$ cat config.mk
export PLATFORM = sky130hd
export DESIGN_NAME = swc_sqrt_cell
export DESIGN_NICKNAME = d
export VERILOG_FILES = /design/src/rtl/core/swc_pkg.sv /design/src/rtl/core/swc_sqrt_cell.sv
export SDC_FILE = /design/constraint.sdc
export NUM_CORES = 1
export LEC_CHECK = 0
export BUFFER_PORTS_ARGS = -buffer_cell sky130_fd_sc_hd__buf_2
export CELL_PAD_IN_SITES_DETAIL_PLACEMENT = 1
export CELL_PAD_IN_SITES_GLOBAL_PLACEMENT = 2
export CORE_AREA = 2 2 208 210
export DETAILED_ROUTE_END_ITERATION = 10
export DIE_AREA = 0 0 210 212
export PLACE_DENSITY = 0.8
export SLEW_MARGIN = 30
export SYNTH_ARGS = -nofsm -noshare
export SYNTH_HDL_FRONTEND = slang
export SYNTH_SLANG_ARGS = --single-unit
$ cat constraint.sdc
create_clock -name clk -period 1.2 [get_ports clk]
set_clock_uncertainty 0.05 [all_clocks]
set_input_delay 0.06 -clock clk [delete_from_list [all_inputs] [get_ports clk]]
set_output_delay 0.06 -clock clk [all_outputs]
set_load 0.02 [all_outputs]
$ cat src/rtl/core/swc_pkg.sv
package swc_pkg;

    // register indexes on the configuration port
    localparam logic [2:0] CFG_CENTER_X = 3'd0;
    localparam logic [2:0] CFG_CENTER_Y = 3'd1;
    localparam logic [2:0] CFG_CENTER_Z = 3'd2;
    localparam logic [2:0] CFG_RADIUS   = 3'd3;
    localparam logic [2:0] CFG_SIDE     = 3'd4;

    localparam int SQ_CELLS = 32;   // one root bit per cell
    localparam int DV_CELLS = 30;   // one quotient bit per cell

    localparam int ST_S2    = 1;
    localparam int ST_S3    = 2;
    localparam int ST_SQ0   = 3;
    localparam int ST_S4    = ST_SQ0 + SQ_CELLS;
    localparam int ST_S5    = ST_S4 + 1;
    localparam int ST_DV0   = ST_S5 + 1;
    localparam int ST_OUT   = ST_DV0 + DV_CELLS;
    localparam int N_STAGES = ST_OUT + 1;

    typedef struct packed {
        logic [63:0]       s;
        logic [35:0]       rem;
        logic [31:0]       root;
        logic [2:0][31:0]  ad;
        logic [2:0]        sgn;
        logic [29:0]       reach;
    } sq_t;

    typedef struct packed {
        logic [2:0][61:0]  p;
        logic [2:0][32:0]  rem;
        logic [2:0][29:0]  q;
        logic [31:0]       r;
        logic [2:0]        sg;
        logic              in_sphere;
        logic              hit;
        logic              rzero;
        logic [30:0]       gap;
        logic [30:0]       curv;
    } dv_t;

endpackage

$ cat src/rtl/core/swc_sqrt_cell.sv
module swc_sqrt_cell #(
    parameter int IDX = 31
) (
    input  logic          clk,
    input  logic          rst_n,
    input  logic          en,
    input  logic          vin,
    input  swc_pkg::sq_t  din,
    output logic          vout,
    output swc_pkg::sq_t  dout
);
    import swc_pkg::*;

    logic        v_reg;
    sq_t         d_reg;
    sq_t         d_next;
    logic [35:0] cur;
    logic [35:0] trial;

    // bring down the next two radicand bits, try root*4+1
    always_comb
    begin
        d_next = din;
        cur    = {din.rem[33:0], din.s[2*IDX +: 2]};
        trial  = {2'b00, din.root, 2'b01};
        if (cur >= trial)
        begin
            d_next.rem  = cur - trial;
            d_next.root = {din.root[30:0], 1'b1};
        end
        else
        begin
            d_next.rem  = cur;
            d_next.root = {din.root[30:0], 1'b0};
        end
    end

    always_ff @(posedge clk or negedge rst_n)
    begin
        if (!rst_n)
            v_reg <= 1'b0;
        else if (en)
            v_reg <= vin;
    end

    always_ff @(posedge clk)
    begin
        if (en)
            d_reg <= d_next;
    end

    assign vout = v_reg;
    assign dout = d_reg;

endmodule

## Word-level counts from Yosys, hierarchy flattened

Index checks and enable logic that the tools add are counted.

- Add/sub/neg operators: 1
- Multipliers: 0
- Divide/modulo/power cells: 0
- Magnitude comparators: 1
- Equality and inequality tests: 0
- Shift operators: 0
- Muxes and demuxes: 1
- Bitwise gates (word level): 0
- Reduce and logical (&&, ||, !) cells: 0

Operators with widths:

| cell | number |
|---|---|
| two-way mux 68 bit | 1 |
| >= comparator 36 x 34 -> 1 bit | 1 |
| subtractor 36 x 34 -> 36 bit | 1 |

- Register bits: 262
- Bits in latches: 0
- Memory bits (writable): 0
- ROM bits: 0
- Input port bits: 265
- Output and inout bits: 262
- Word-level logic and storage cells: 12
- Memories kept: 0

## Depth between registers and ports, before layout

- Word-level depth: 2
- Mapped depth: 12
- Depth with buffers taken out: 10

## Worst setup path before layout

OpenSTA, ideal clock, no wires.

- Kind: input to register
- Start point: in din[147] in the netlist's numbering
- End point: reg d_reg (netlist bit dout[169]), data pin
- Library setup time: 0.260 ns
- Data arrival time: 1.981 ns
- Data required time: 0.890 ns
- Path slack: -1.091 ns
- Cell stages on the path: 11
- Buffers on the path: 2
- Cells stage by stage: inv_1 -> ha_1 -> buf_2 -> nand4_1 -> nor4_4 -> nand2_1 -> nor3_2 -> nor3b_2 -> a21oi_4 -> buf_6 -> mux2_4

RTL lines:

| item | RTL line | source |
|---|---|---|
| start: declaration | swc_sqrt_cell.sv:8 | `input swc_pkg::sq_t din,` |
| end signal: assignment | swc_sqrt_cell.sv:49 | `d_reg <= d_next;` |
| end: declaration | swc_sqrt_cell.sv:15 | `sq_t d_reg;` |

==> flow_summary.ini <==
[synth]
ys_flop_type = sky130_fd_sc_hd__edfxtp_1
synth_cell_types = 65
synth-simple-area-share_pct = 6.25
synth_xor_area_share_pct = 2.81
synth_top_family_by_area = compound AO/OA/AOI/OAI gates
synthesized_net_count = 958
synth_fa_ha_area_share_pct = 4.03
synth.cell_area_um2 = 10500
ys_seq_area_share_pct = 74.6
synth-edff-count = 261
multiplexer_area_fraction_after_synthesis_pct = 1.42
number_of_storage_elements_in_the_synthesis_netlist = 262
yosysWarnings = 0
syn-instance-count = 659
synth-async-reset-ratio_pct = 0.382
synth_compound_area_share_pct = 8.36
post_synth.cell_area_avg_um2 = 16.0

[route]
drt_iter0_drc = 536
dr_wl_cell_um = 25.4
via_per_inst = 4.54
drt_pre_antenna_iters = 8
drt_wl_total_um = 56600
detailroute.via_count = 10118
postRouteAntennaNets = 0
final_routed_drc_violation_total = 0

[sta]
timing.final.crit_share_pct = 163
worst_hold_slack_ns = 0.0473
min_period_ns = 1.95
setup_slack_after_layout_ns = -0.751
final-hold-violation-count = 0
timing_max_transition_violations_final = 0
setup_repair_after_global_routing_missed_its_margin = yes
worst-slew-pin-transition_ns = 0.565
setup_viol = 98
timing.fmax_mhz = 513
slew_margin_rel_pct = 61.4

[worst_setup_path]
cp_data_arrival_time_ns = 2.17
setup.worst_path.start_class = input pin
worst_path_largest_cell_delay_ns = 0.40
worst-setup-path-type = input pin to flip-flop
reg2regPathDepth = 1
worst_path_dominant_cell_family = simple AND/OR/NAND/NOR gates
crit_chain = buf_8 > inv_4 > ha_4 > nand4_4 > nor4_4 > buf_4 > o2111ai_4 > and2_4 > a21oi_4 > buf_12 > mux2_4
critical_path.endpoint_type = flip-flop
worst-path-max-fanout = 8
cp_num_buf_inv = 4
worst_path_max_delay_cell = sky130_fd_sc_hd__nor4_4
cp_num_cells = 11
regToRegSetupSlack_ns = 0.38
crit_required_ns = 1.42

[place]
detailed_place.area_um2 = 15200
detailedPlacementHpwl_um = 36400
finalWeightedCongestion = 0.876
port-buffer-count = 524

[clock_network]
cts_root_buf = sky130_fd_sc_hd__clkbuf_16
clock_sink_count = 262
cts_tree = done
max-clock-path-buffers = 3
cts_buffers = 34
clkLatencyLatePin_ns = 0.53
cts_h_tree_depth = 2
worst_setup_hold_path_clk_slew_ns = 0.06

[pwr]
p_leak_nw = 9.03
design_power_total_mw = 30.3
pwr_density_cell_nw_per_um2 = 1410
worst_ir_drop_vdd_mv = 1.12

[layout]
finalCoreUtilization_pct = 50.5
areaGrowthSynthToFinish_pct = 103
post_route_cells_drive_above_1_share_pct = 54.5
fillers = 4351
layout.cell_area.non_filler_um2 = 21500
layout.nets = 1945

[global_routing]
grtUsageTotal_pct = 23.8
grt_pass1_wl_um = 76600
grt_start_max_net_pins = 61
grt_antenna_before_repair = 23
grt.overflow.total = 0
via_count_of_the_first_global_routing_pass = 11049

[floorplanning]
die_x_um = 210
die_area_um2 = 44500
num_rows = 76
pin_count = 527
floorplan.core_area_um2 = 42500
start_util_pct = 24.8
die_h_um = 212

[hold_path]
hold_path.class = input pin to flip-flop
hold_depth = 4

[job]
max_cap_viol_count = 0

[run_status]
outcome = finished with violations
violated_checks = setup timing
==> power breakdown <==
part / switching, mW / internal, mW
sequential: 0.458 / 11.1
combinational: 3.71 / 3.83
clock: 4.34 / 6.87
total: 8.51 / 21.8
==> cell usage in the layout, fill, tap and decap left out, types with 6 or more instances in the layout <==
cell type,instances
sky130_fd_sc_hd__a21oi_1,28
sky130_fd_sc_hd__xor2_1,12
sky130_fd_sc_hd__nand4_1,10
sky130_fd_sc_hd__a21oi_2,30
sky130_fd_sc_hd__buf_2,274
sky130_fd_sc_hd__xnor2_1,17
sky130_fd_sc_hd__buf_8,7
sky130_fd_sc_hd__bufinv_16,7
sky130_fd_sc_hd__buf_12,11
sky130_fd_sc_hd__nand2_1,26
sky130_fd_sc_hd__dlygate4sd3_1,263
sky130_fd_sc_hd__inv_1,21
sky130_fd_sc_hd__mux2_4,10
sky130_fd_sc_hd__ha_4,24
sky130_fd_sc_hd__a21o_1,7
sky130_fd_sc_hd__nand3_1,7
sky130_fd_sc_hd__inv_2,9
sky130_fd_sc_hd__buf_6,247
sky130_fd_sc_hd__ha_1,10
sky130_fd_sc_hd__o21ai_1,6
sky130_fd_sc_hd__clkbuf_16,35
sky130_fd_sc_hd__inv_4,8
sky130_fd_sc_hd__buf_4,169
sky130_fd_sc_hd__nor3_1,6
sky130_fd_sc_hd__nor2_2,9
sky130_fd_sc_hd__nor2_1,26
sky130_fd_sc_hd__o21ai_0,15
sky130_fd_sc_hd__edfxtp_1,261
sky130_fd_sc_hd__diode_2,15
sky130_fd_sc_hd__o21bai_1,6
==> layout make-up <==
type | count | area (µm²) | share of cell area, %
clock buffer | 38 | 887 | 4.13
sequential | 262 | 7860 | 36.6
timing repair buffer | 972 | 8410 | 39.2
tap | 546 | 683 | 3.18
inverter | 39 | 174 | 0.810
antenna | 15 | 37.5 | 0.175
multi-input combinational | 337 | 3110 | 14.5
clock inverter | 21 | 302 | 1.41
==> stage by stage <==
stage / setup WS [ns] / std cells / TNS [ns]
after floorplan: -0.989 / 659 / -33.34
after global placement: -1.52 / 1869 / -49.49
after detailed placement: -1.45 / 1869 / -50.84
after CTS: -0.822 / 2205 / -29.31
after global routing: -0.829 / 2225 / -34.22
final: -0.751 / 2230 / -25.79
==> metal layers <==
metal	global-route usage (%)	wire [µm]	up-vias
met5	0	91	-
met1	25.1	19500	4999
li1	-	-	4484
met2	43.0	29500	459
met3	6.93	3870	162
met4	12.5	3610	14
==> Yosys cell counts, types with 2 or more instances <==
master                      count  share of area [%]
sky130_fd_sc_hd__a211oi_1       2               0.14
sky130_fd_sc_hd__a21o_1         7               0.50
sky130_fd_sc_hd__a21oi_1       50                2.4
sky130_fd_sc_hd__a21oi_2        9               0.75
sky130_fd_sc_hd__a31oi_1        3               0.18
sky130_fd_sc_hd__and2_1         2               0.12
sky130_fd_sc_hd__and3_1         4               0.24
sky130_fd_sc_hd__buf_2         13               0.62
sky130_fd_sc_hd__buf_6          3               0.32
sky130_fd_sc_hd__clkbuf_1       3               0.11
sky130_fd_sc_hd__edfxtp_1     261                 74
sky130_fd_sc_hd__ha_1          34                4.0
sky130_fd_sc_hd__inv_1         39                1.4
sky130_fd_sc_hd__mux2_2         3               0.32
sky130_fd_sc_hd__mux2_4         7                1.0
sky130_fd_sc_hd__nand2_1       31                1.1
sky130_fd_sc_hd__nand2b_1       5               0.30
sky130_fd_sc_hd__nand3_1        9               0.43
sky130_fd_sc_hd__nand4_1       10               0.59
sky130_fd_sc_hd__nor2_1        40                1.4
sky130_fd_sc_hd__nor2b_1        3               0.18
sky130_fd_sc_hd__nor3_1         8               0.38
sky130_fd_sc_hd__nor3_2         2               0.19
sky130_fd_sc_hd__o2111ai_1      2               0.17
sky130_fd_sc_hd__o211ai_1       5               0.36
sky130_fd_sc_hd__o21a_1         5               0.36
sky130_fd_sc_hd__o21ai_0       22                1.0
sky130_fd_sc_hd__o21ai_1        4               0.19
sky130_fd_sc_hd__o21bai_1       6               0.43
sky130_fd_sc_hd__or4_1          2               0.14
sky130_fd_sc_hd__xnor2_1       18                1.5
sky130_fd_sc_hd__xor2_1        14                1.2
==> logic make-up (layout without fill, tap and decap cells) <==
kind of cell               after synthesis  in the layout
muxes                                   11             11
buffers and inverters                   60           1070
adders and majority gates               34             34
AOI/OAI and AO/OA                      133            133
xor gates and xnor gates                33             33
DFF                                    262            262
other                                    0             15
and+or+nand+nor                        126            126
==> registers in the layout (all words and copies together), names as in the netlist <==
signal,cells
dout,261
vout,1
==> worst paths after layout <==
check	end	startpoint
max	dout[168]$_DFFE_PP_	din[151]
min	dout[162]$_DFFE_PP_	din[259]
max reg2reg	vout$_DFFE_PN0P_	vout$_DFFE_PN0P_
min reg2reg	vout$_DFFE_PN0P_	vout$_DFFE_PN0P_
max in group asynchronous	vout$_DFFE_PN0P_	rst_n
min in group asynchronous	vout$_DFFE_PN0P_	rst_n
==> repair_timing <==
action,in CTS,in global routing
hold buffers,263,0
endpoints found under the hold margin,310,0
endpoints found under the setup margin,232,263
setup buffers,13,11
gates resized for setup,423,213
pin swaps,19,34
cloned,2,0
No activity file was read; power rests on OpenSTA's default activity.
