`src/rtl/core/swc_pkg.sv`:
```
package swc_pkg;

    // register indexes on the configuration port
    localparam logic [2:0] CFG_CENTER_X = 3'd0;
    localparam logic [2:0] CFG_CENTER_Y = 3'd1;
    localparam logic [2:0] CFG_CENTER_Z = 3'd2;
    localparam logic [2:0] CFG_RADIUS   = 3'd3;
    localparam logic [2:0] CFG_SIDE     = 3'd4;

    localparam int SQ_CELLS = 32;   // one root bit per cell
    localparam int DV_CELLS = 30;   // one quotient bit per cell

    localparam int ST_S2    = 1;
    localparam int ST_S3    = 2;
    localparam int ST_SQ0   = 3;
    localparam int ST_S4    = ST_SQ0 + SQ_CELLS;
    localparam int ST_S5    = ST_S4 + 1;
    localparam int ST_DV0   = ST_S5 + 1;
    localparam int ST_OUT   = ST_DV0 + DV_CELLS;
    localparam int N_STAGES = ST_OUT + 1;

    typedef struct packed {
        logic [63:0]       s;
        logic [35:0]       rem;
        logic [31:0]       root;
        logic [2:0][31:0]  ad;
        logic [2:0]        sgn;
        logic [29:0]       reach;
    } sq_t;

    typedef struct packed {
        logic [2:0][61:0]  p;
        logic [2:0][32:0]  rem;
        logic [2:0][29:0]  q;
        logic [31:0]       r;
        logic [2:0]        sg;
        logic              in_sphere;
        logic              hit;
        logic              rzero;
        logic [30:0]       gap;
        logic [30:0]       curv;
    } dv_t;

endpackage

```
`src/rtl/core/swc_div_cell.sv`:
```
module swc_div_cell #(
    parameter int BIT = 29
) (
    input  logic          clk,
    input  logic          rst_n,
    input  logic          en,
    input  logic          vin,
    input  swc_pkg::dv_t  din,
    output logic          vout,
    output swc_pkg::dv_t  dout
);
    import swc_pkg::*;

    logic        v_reg;
    dv_t         d_reg;
    dv_t         d_next;
    logic [32:0] cur;

    // restoring division step on all three axes
    always_comb
    begin
        d_next = din;
        cur    = '0;
        for (int a = 0; a < 3; a++)
        begin
            cur = {din.rem[a][31:0], din.p[a][BIT]};
            if (cur >= {1'b0, din.r})
            begin
                d_next.rem[a] = cur - {1'b0, din.r};
                d_next.q[a]   = {din.q[a][28:0], 1'b1};
            end
            else
            begin
                d_next.rem[a] = cur;
                d_next.q[a]   = {din.q[a][28:0], 1'b0};
            end
        end
    end

    always_ff @(posedge clk or negedge rst_n)
    begin
        if (!rst_n)
            v_reg <= 1'b0;
        else if (en)
            v_reg <= vin;
    end

    always_ff @(posedge clk)
    begin
        if (en)
            d_reg <= d_next;
    end

    assign vout = v_reg;
    assign dout = d_reg;

endmodule

```
`config.mk`:
```
export PLATFORM = sky130hd
export DESIGN_NAME = swc_div_cell
export DESIGN_NICKNAME = d
export VERILOG_FILES = /design/src/rtl/core/swc_pkg.sv /design/src/rtl/core/swc_div_cell.sv
export SDC_FILE = /design/constraint.sdc
export NUM_CORES = 1
export LEC_CHECK = 0
export ABC_CLOCK_PERIOD_IN_PS = 800
export BUFFER_PORTS_ARGS = -buffer_cell sky130_fd_sc_hd__buf_2
export CORE_AREA = 2 2 377 379
export DETAILED_ROUTE_END_ITERATION = 8
export DIE_AREA = 0 0 379 381
export GPL_TIMING_DRIVEN = 1
export HOLD_SLACK_MARGIN = 0.03
export PLACE_DENSITY = 0.39
export SLEW_MARGIN = 5
export SYNTH_ARGS = -nofsm -noshare
export SYNTH_HDL_FRONTEND = slang
export SYNTH_SLANG_ARGS = --single-unit
```
`constraint.sdc`:
```
create_clock -name clk -period 0.8 [get_ports clk]
set_input_delay 0.08 -clock clk [delete_from_list [all_inputs] [get_ports clk]]
set_output_delay 0.08 -clock clk [all_outputs]
set_load 0.02 [all_outputs]
```
# ---- Word-level counts from Yosys, hierarchy flattened
# Cells that the tools add are included.
# W data, S select, Z words.
dict set report totals {
  out_inout_bits 476
  inputBits 479
  register_bits 476
  wordCells 29
}
dict set report op_classes {
  order_cmp 3
  addsub 3
  mux 6
}
# cell n
set op_table {}
lappend op_table {{$ge A33 B32 Y1} 3}
lappend op_table {{$mux W33} 3}
lappend op_table {{$sub A33 B32 Y33} 3}
lappend op_table {{$mux W1} 3}

# ---- Longest topological paths before layout
# Gate-level depths: netlist of the first run.
dict set report depth {
  depth_word 2
  depth_mapped 15
  ltp_nobuf 12
}

# ---- Worst setup path after synthesis of the first run
# OpenSTA, ideal clock, no wires.
dict set report synth_path {
  path_kind {input-to-reg}
  from {in din[80] (netlist bit)}
  to {reg d_reg, in the netlist dout[230] (data pin)}
  setup_slack_ns -1.958
  setup_time_ns 0.260
  arrival_ns 2.497
  path_buffers 4
  cell_stages 15
  required_ns 0.540
  path_cell_list {inv_1 > ha_1 > buf_6 > a2111oi_4 > o21ai_1 > o21ai_0 > o21ai_1 > o21bai_2 > nand3_2 > and3_1 > buf_6 > or2_1 > buf_6 > buf_6 > mux2_4}
}
# item line_no
set synth_lines {}
lappend synth_lines {{start: declaration} swc_div_cell.sv:8} ;# input swc_pkg::dv_t din,
lappend synth_lines {{end signal: assignment} swc_div_cell.sv:51} ;# d_reg <= d_next;
lappend synth_lines {{end: declaration} swc_div_cell.sv:15} ;# dv_t d_reg;

==> metrics.cfg, run 1 <==
[pwr]
p_total_uw=85400
power.internal_uw=59400
switchingPower_uw=26000
p_per_area_mw_per_mm2=1970
vdd_drop_max_uv=1720
seqPwrFrac=0.372
p_leak_uw=0.0182
pwr-share-comb=0.288
p_clk_frac=0.340
swShare=0.305

[worst_setup_path]
crit_chain=buf_8 -> clkinvlp_4 -> ha_4 -> buf_6 -> nand4_1 -> buf_4 -> nor3_4 -> nand4_1 -> buf_4 -> a21oi_2 -> a21oi_2 -> o311ai_4 -> buf_6 -> buf_12 -> mux2_4
path_class=in -> reg
slowest_stage=ha_4
worstPathBufferInverterCount=7
worst_setup_path_start_kind=primary input
worst_path_largest_cell_delay_ns=0.33
crit_fanout=7
cp.arrival_ns=2.60
worst-endpoint-required_ns=1.19
path_delay_family=buffers and inverters
cp-end-kind=flip-flop

[global_route]
grt_pass1_vias=21300
use_met1=0.197
globalRouteTotalUtil=0.183
use_met2=0.318
busiest_layer=met2
gr-total-overflow=0
grt_pass1_wl_mm=180
grt_max_degree=30
grt_antenna_before_repair=94
use_met3=0.0729

[sta]
max_slew_margin=0.687
finClkSkew_ns=0
period_share=2.76
setup_viol=630
period_minus_slack_ns=2.21
hold_violations=4
slew_viol_final=0
rsz0062_at_grt=yes
max_freq_mhz=453
tightest_slew_ns=0.464
whs_ns=-0.378
finalWorstSetupSlack_ns=-1.41

[synthesis]
ys_seq_area_frac=0.690
ys_top_cells_by_count=edfxtp_1 (475), a21oi_1 (116), ha_1 (96)
synthTopCellsByArea=edfxtp_1 (69%), ha_1 (5.8%), a21oi_1 (2.8%)
yosysWarnings=0
yosys.area.top_type=edfxtp_1
synth_top_area_frac=0.688
syn_avg_cell_area_um2=15.1
yosysMostFrequentCell=edfxtp_1
syn_inst=1376
syn_nets=1954
ys.flop_type=edfxtp_1
async_flop_share=0.00210
synth_enable_flop_cells=475
ys_seq_elements=476
yosysUniqueCellTypes=66
synthesis.area_mm2=0.0207

[cts]
cts_tree=done
cts_made_buffers=66
cts_root_buffer=clkbuf_16
clockBufferDepth=3
clk_latency_ns=0.66
cts_max_level=3
path_clk_slew_ns=0.05
cts.sinks=476

[die]
row_count=138
die_w_um=379
io_pins=955
die-area_mm2=0.144
initial_core_util=0.147
die-height_um=381
core_area_mm2=0.141

[drt]
routedWlPerCell_um=25.9
drt_iter0_markers=1010
ant_nets=0
num_vias=20200
vias_per_cell=3.82
drc=0
dr.pass1.iters=5
wl_mm=137

[place]
io_buffer_count=948
dp.cells=4605
gp_congestion=0.874
dpl.hpwl_mm=111

[run_status]
violations=hold timing, setup timing
outcome=complete, but fails checks

[flow_run]
maxCapViolCount=0

[final_layout]
area_delta_synth_final_pct=109
drive_gt1_frac=0.541
final_cells=5295
fin_nets=3911

[hold_path]
hp-class=in -> reg

[metrics by stage]
stage	worst slack [ns]	hold WS, ns	utilization	setup TNS, ns	area, um^2
5_1_grt	-1.47	-0.422	0.308	-393.24	43300
3_3_place_gp	-2.40	-0.143	0.223	-318.42	31400
4_1_cts	-1.46	-0.445	0.301	-528.14	42300
6_report	-1.41	-0.378	0.308	-359.68	43300
3_5_place_dp	-2.42	-0.143	0.223	-319.03	31400
2_1_floorplan	-1.80	-0.216	-	-171.35	21000
[flip-flops by register name, indices dropped and copies added (netlist names)]
name and count:
vout 1, dout 475
[placed cells by master, fill, tap and decap left out, types with 16 or more instances in the layout]
cell type | synthesis | layout
xnor2_1 | 59 | 56
buf_6 | 9 | 432
buf_12 | 0 | 40
nand2_1 | 58 | 55
nor2_1 | 74 | 52
a21oi_1 | 116 | 64
o21ai_0 | 46 | 24
clkbuf_16 | 0 | 69
a21oi_2 | 0 | 44
a21o_1 | 43 | 43
diode_2 | 0 | 22
xor2_1 | 21 | 21
mux2_2 | 42 | 30
buf_4 | 0 | 401
ha_4 | 0 | 40
mux2_4 | 22 | 34
nand3_1 | 20 | 16
dlygate4sd3_1 | 0 | 485
inv_1 | 68 | 46
edfxtp_1 | 475 | 475
buf_2 | 6 | 534
nand4_1 | 17 | 17
ha_1 | 96 | 55
[cell type report]
class                   count  area [um^2]
diodes                     22         55.1
clock buffers              82         1790
clock inverters            36          285
fillers                 14500        97300
inverters                  68          342
multi-input cells         809         7610
flip-flops and latches    476        14300
well taps                1890         2360
repair buffers           1912        16600
[what timing repair did]
action	4_1_cts	5_1_grt
endpoints found under the setup margin	578	879
cloned	10	0
endpoints found under the hold margin	521	39
pin swaps	52	64
resized for setup	981	197
buffers inserted	42	28
hold buffers	483	3
[layer usage]
layer  wire (um)  part of all wire
met3       13000             0.095
met2       67100              0.49
met5         444            0.0032
met4        5990             0.044
met1       50400              0.37
[power groups by stage]
stage          Sequential [uW]  Clock (uW)  Combinational (uW)
6_report                 31800       29000               24600
4_1_cts                  31700       29900               24200
3_3_place_gp             31700           0               18200
3_5_place_dp             31700           0               18200
2_1_floorplan            34600           0                5100
5_1_grt                  32000       30800               26100
[worst paths after layout]
check                         from   endpoint  slack, ns  cells after the start
max                        din[76]  dout[194]      -1.41                     15
min                        din[68]   dout[68]      -0.38                      1
max reg2reg                   vout       vout       0.03                      1
min reg2reg                   vout       vout       0.53                      1
max in group asynchronous    rst_n       vout       0.44                      3
min in group asynchronous    rst_n       vout       0.24                      3
[cell families (layout without fill, tap and decap cells)]
kind of cell	after synthesis	in the layout	share of synthesized area
AOI/OAI and AO/OA	301	301	0.0934
xor gates and xnor gates	80	80	0.0338
adders and majority gates	99	99	0.0609
buffers and inverters	91	2098	0.0201
DFF	476	476	0.690
muxes	70	70	0.0417
other	0	22	0
and+or+nand+nor	259	259	0.0605
Note: power is estimated with default switching activity, not from simulation.
==> run 2: changes to the inputs <==
- SETUP_SLACK_MARGIN: unset -> 0.3
==> metrics.cfg, run 2 (synthesis results as in run 1) <==
[cts]
path_clk_slew_ns=0.05  ; about the same
cts_max_level=3  ; unchanged
cts_root_buffer=clkbuf_16
cts_tree=done
clk_latency_ns=0.65  ; about the same
cts_made_buffers=66  ; unchanged
cts_hold_buffers=387  ; -20%
clockBufferDepth=3  ; unchanged
cts.sinks=476  ; unchanged

[drt]
ant_nets=0  ; unchanged
vias_per_cell=3.79  ; -0.84%
wl_mm=135  ; -1.3%
drc=0  ; unchanged
routedWlPerCell_um=25.9  ; +0.25%
drt_iter0_markers=1036  ; +2.6%
num_vias=19800  ; -2.3%
dr.pass1.iters=5  ; unchanged

[global_route]
grt_pass1_vias=20900  ; -2.2%
grt_antenna_before_repair=95  ; +1.1%
gr-total-overflow=0  ; unchanged
globalRouteTotalUtil=0.181  ; -0.00195
grt_max_degree=30  ; unchanged
grt_pass1_wl_mm=177  ; -1.3%

[pwr]
switchingPower_uw=25900  ; -0.54%
power.internal_uw=59300  ; about the same
p_per_area_mw_per_mm2=2000  ; +1.5%
pwr-share-comb=0.287  ; about the same
p_clk_frac=0.340  ; about the same
seqPwrFrac=0.373  ; about the same
swShare=0.304  ; -0.00102
vdd_drop_max_uv=1740  ; +0.76%
p_leak_uw=0.0179  ; -1.6%

[place]
io_buffer_count=948  ; unchanged
dpl.hpwl_mm=111  ; unchanged
gp_congestion=0.874  ; unchanged
dpl_worst_slack_ns=-2.42  ; unchanged

[worst_setup_path]
crit_chain=buf_8 -> inv_8 -> buf_6 -> buf_6 -> ha_4 -> o21a_1 -> o31a_1 -> o211ai_1 -> a21oi_4 -> o21bai_4 -> nand3_2 -> and3_4 -> or2_4 -> buf_12 -> buf_16 -> mux2_4
cp-startpoint=din[70]
cp_common_cell=buf_6
slowest_stage=o211ai_1
worst_path_largest_cell_delay_ns=0.33  ; about the same
crit_fanout=8  ; +1
worst-endpoint-required_ns=1.19  ; about the same
cp.arrival_ns=2.69  ; +0.09 ns
r2r_slack_ns=0.03  ; about the same
cp-end-kind=flip-flop
rr_startpoint=vout
worst_setup_path_start_kind=primary input
path_class=in -> reg

[final_layout]
area_delta_synth_final_pct=105
fin_nets=3830  ; -2.1%
mostFrequentLayoutCells=buf_2 (515), edfxtp_1 (475), buf_6 (458)
layout_commonest_cell=buf_2
utilization=0.303  ; -0.00513
largest_reg_flops=475  ; unchanged
drive_gt1_frac=0.555  ; +0.0145

[hold_path]
hp-class=in -> reg
min_from=din[68]

[die]
die-height_um=381  ; unchanged
die_w_um=379  ; unchanged
core_area_mm2=0.141  ; unchanged
row_count=138  ; unchanged
initial_core_util=0.147  ; unchanged
io_pins=955  ; unchanged
die-area_mm2=0.144  ; unchanged

[sta]
slew_viol_final=0  ; unchanged
rsz0062_at_grt=yes
setup_viol=578  ; -8.3%
max_freq_mhz=436  ; -3.7%
tightest_slew_ns=0.493  ; +0.0291 ns
finClkSkew_ns=0  ; unchanged
max_slew_margin=0.668  ; -0.0190
period_minus_slack_ns=2.29  ; +0.0844 ns
period_share=2.87  ; +0.105
hold_violations=123  ; +119
whs_ns=-0.374  ; +0.00411 ns
finalWorstSetupSlack_ns=-1.49  ; -0.0844 ns

[flow_run]
maxCapViolCount=0  ; unchanged

[run_status]
outcome=complete, but fails checks
violations=hold timing, setup timing

[run 2: cell types whose count changed in the layout (fill, tap and decap cells not counted), moves of 6 or more]
cell / previous run / this run
dlygate4sd3_1: 485 / 387
buf_16: 5 / 11
nor2_1: 52 / 46
inv_4: 4 / 11
buf_2: 534 / 515
buf_6: 432 / 458
nor3_1: 14 / 20
nor2_4: 12 / 19
[run 2: worst max-delay path, delay by kind of cell]
| family | cells | cell delay (ns) |
|---|---|---|
| compound gates | 5 | 0.92 |
| fa+ha+maj | 1 | 0.22 |
| buf+inv | 6 | 0.65 |
| mux | 1 | 0.29 |
| simple gates | 3 | 0.50 |
[run 2: final cells by class]
class / instances / area [um^2]
fill: 14500 / 98000
inverter: 68 / 343
clock inverter: 36 / 285
sequential: 476 / 14300
timing repair buffer: 1831 / 16000
multi-input combinational: 809 / 7460
antenna: 23 / 57.6
clock buffer: 82 / 1790
tap: 1890 / 2360
[run 2: power by group through the flow]
| stage | logic, uW | clock network [uW] | registers [uW] |
|---|---|---|---|
| 6_report | 24400 | 28900 | 31800 |
| 5_1_grt | 25900 | 30700 | 32000 |
| 4_1_cts | 23900 | 29900 | 31700 |
| 3_5_place_dp | 18200 | 0 | 31700 |
| 3_3_place_gp | 18200 | 0 | 31700 |
| 2_1_floorplan | 5100 | 0 | 34600 |
[run 2: what timing repair did]
action                                 in CTS  in global routing
buffers inserted                           52                 19
pin swaps                                  69                 50
endpoints found under the hold margin     521                134
setup endpoints to repair                 579                579
gates resized for setup                   965                235
gates cloned                               11                  0
[run 2: worst paths after layout]
check,end,cells past startpoint
min in group asynchronous,vout,3
min reg2reg,vout,1
max in group asynchronous,vout,3
max reg2reg,vout,1
min,dout[68],1
max,dout[244],16
[run 2: metrics by stage]
stage                     total power, uW  hold WS, ns  area [um^2]  TNS (ns)  cells
final                               85200       -0.374        42600   -366.14   5215
after global routing                88600       -0.414        42500   -400.28   5204
after CTS                           85600       -0.445        41500   -394.32   5173
after detailed placement            49900       -0.143        31400   -319.03   4605
after global placement              50000       -0.143        31400   -318.42   4605
after floorplan                     39700       -0.216        21000   -171.35   1376
[run 2: metal layers]
| layer | up-vias | global-route usage | wire (um) |
|---|---|---|---|
| met1 | 9577 | 0.196 | 49800 |
| met5 | - | 0 | 448 |
| met2 | 768 | 0.316 | 66700 |
| li1 | 9082 | - | - |
| met4 | 74 | 0.0657 | 5350 |
| met3 | 268 | 0.0714 | 13000 |
==> run 3: changes to the inputs <==
- CORE_AREA: 2 2 377 379 -> 2 2 373 375
- CTS_BUF_LIST: unset -> sky130_fd_sc_hd__clkbuf_4
- DIE_AREA: 0 0 379 381 -> 0 0 375 377
- PLACE_DENSITY: 0.39 -> 0.4
==> metrics.cfg, run 3 (synthesis results as in run 1) <==
[worst_setup_path]
worst_path_largest_cell_delay_ns=0.61  ; +0.28 ns
worst-r2r-cell-count=1  ; unchanged
worst_setup_path_start_kind=primary input
regToRegEndpoint=vout
cp.depth=12  ; -4
path_delay_family=compound AO/OA/AOI/OAI gates
endpoint=dout[198]
cp-startpoint=din[204]
cp.arrival_ns=2.94  ; +0.25 ns
crit_fanout=5  ; -3
crit_chain=buf_2 -> dlygate4sd3_1 -> ha_4 -> o2111ai_1 -> a21boi_4 -> nand2_2 -> o21ai_4 -> o221ai_4 -> o311ai_4 -> buf_6 -> buf_12 -> mux2_2
worstPathBufferInverterCount=4  ; -2
path_class=in -> reg
cp-end-kind=flip-flop
r2r_slack_ns=0.02  ; about the same
worst-endpoint-required_ns=1.63  ; +0.44 ns
slowest_stage=dlygate4sd3_1
rr_startpoint=vout

[sta]
rsz0062_at_grt=yes
period_minus_slack_ns=2.11  ; -0.182 ns
max_freq_mhz=474  ; +8.6%
finalWorstSetupSlack_ns=-1.31  ; +0.182 ns
hold_violations=105  ; -15%
setup_viol=1034  ; +79%
period_share=2.64  ; -0.228
slew_viol_final=0  ; unchanged
finClkSkew_ns=0  ; unchanged
tightest_slew_ns=0.890  ; +0.398 ns
max_slew_margin=0.404  ; -0.264
whs_ns=-0.846  ; -0.472 ns

[cts]
cts_tree=done
cts_max_level=4  ; +1
path_clk_slew_ns=0.06  ; about the same
clk_latency_ns=1.10  ; +0.45 ns
cts_made_buffers=149  ; +130%
cts_root_buffer=clkbuf_4
clockBufferDepth=3  ; unchanged
cts.sinks=476  ; unchanged

[flow_run]
maxCapViolCount=0  ; unchanged

[global_route]
grt_antenna_before_repair=79  ; -17%
grt_pass1_vias=22600  ; +8.4%
grt_pass1_wl_mm=185  ; +4.6%
globalRouteTotalUtil=0.191  ; +0.0106
grt_max_degree=32  ; +6.7%
gr-total-overflow=0  ; unchanged

[final_layout]
drive_gt1_frac=0.519  ; -0.0358
fin_nets=4274  ; +12%
area_delta_synth_final_pct=121
largest_reg_flops=475  ; unchanged
mostFrequentLayoutCells=dlygate4sd3_1 (773), buf_2 (520), edfxtp_1 (475)
nFillCells=13800  ; -4.5%
seq_area_mm2=0.0143  ; unchanged
multiInputGateArea_mm2=0.00767  ; +2.7%
layout_commonest_cell=dlygate4sd3_1

[place]
dpl.hpwl_mm=113  ; +1.6%
gp_congestion=0.868  ; -0.70%
io_buffer_count=948  ; unchanged

[die]
core_area_mm2=0.137  ; -2.5%
io_pins=955  ; unchanged
row_count=136  ; -1.4%
initial_core_util=0.151  ; +0.00384
die-area_mm2=0.141  ; -2.1%
die-height_um=377  ; -1.0%
die_w_um=375  ; -1.1%

[pwr]
vdd_drop_max_uv=1290  ; -26%
p_per_area_mw_per_mm2=1810  ; -9.6%
p_total_uw=82900  ; -2.6%
p_leak_uw=0.0193  ; +8.3%

[drt]
dr.pass1.iters=5  ; unchanged
ant_nets=0  ; unchanged
drc=0  ; unchanged
routedWlPerCell_um=25.3  ; -2.6%
wl_mm=142  ; +5.0%
num_vias=21900  ; +11%
drt_iter0_markers=1162  ; +12%
vias_per_cell=3.90  ; +2.9%

[run_status]
violations=hold timing, setup timing
outcome=complete, but fails checks

[hold_path]
hp-class=in -> reg

## run 3: layer usage
| layer | vias up | track usage | part of all wire |
|---|---|---|---|
| met3 | 270 | 0.0743 | 0.087 |
| met5 | - | 0 | 0.0019 |
| met1 | 10600 | 0.216 | 0.38 |
| met2 | 922 | 0.324 | 0.49 |
| met4 | 42 | 0.0760 | 0.040 |
| li1 | 10100 | - | - |
## run 3: area by class of cell
class,count,area share
timing repair buffer,2192,0.423
sequential,476,0.312
multi-input combinational,809,0.167
tap,1794,0.0490
clock buffer,215,0.0352
inverter,68,0.00715
clock inverter,43,0.00565
antenna,24,0.00131
## run 3: how the worst min path moves through the flow
stage / start / to / slack (ns) / cells past startpoint
CTS: din[81] / dout[81] / -1.03 / 1
global route: din[81] / dout[81] / -1.0 / 1
global placement: rst_n / vout / -0.14 / 1
floorplan: rst_n / vout / -0.22 / 0
finish: din[81] / dout[81] / -0.85 / 1
detailed placement: rst_n / vout / -0.14 / 1
## run 3: per-stage QoR
stage	cells	util	instance area [um^2]	TNS [ns]	setup slack, ns
6_report	5621	0.335	45800	-643.55	-1.31
5_1_grt	5609	0.334	45800	-677.59	-1.26
4_1_cts	5545	0.318	43500	-666.83	-1.29
3_5_place_dp	4496	0.227	31100	-314.53	-2.43
3_3_place_gp	4496	0.227	31100	-312.66	-2.41
2_1_floorplan	1376	-	21000	-171.35	-1.80
## run 3: timing repair
item | in CTS | in global routing
hold buffers | 779 | 35
pin swaps | 18 | 83
setup endpoints to repair | 579 | 1060
gates resized for setup | 795 | 394
gates cloned | 2 | 10
buffers inserted | 10 | 48
endpoints found under the hold margin | 952 | 128
## run 3: power breakdown
group / switching [uW] / internal (uW) / total (uW)
clock network: 12700 / 12800 / 25400
logic: 12400 / 13200 / 25700
registers: 1440 / 30400 / 31800
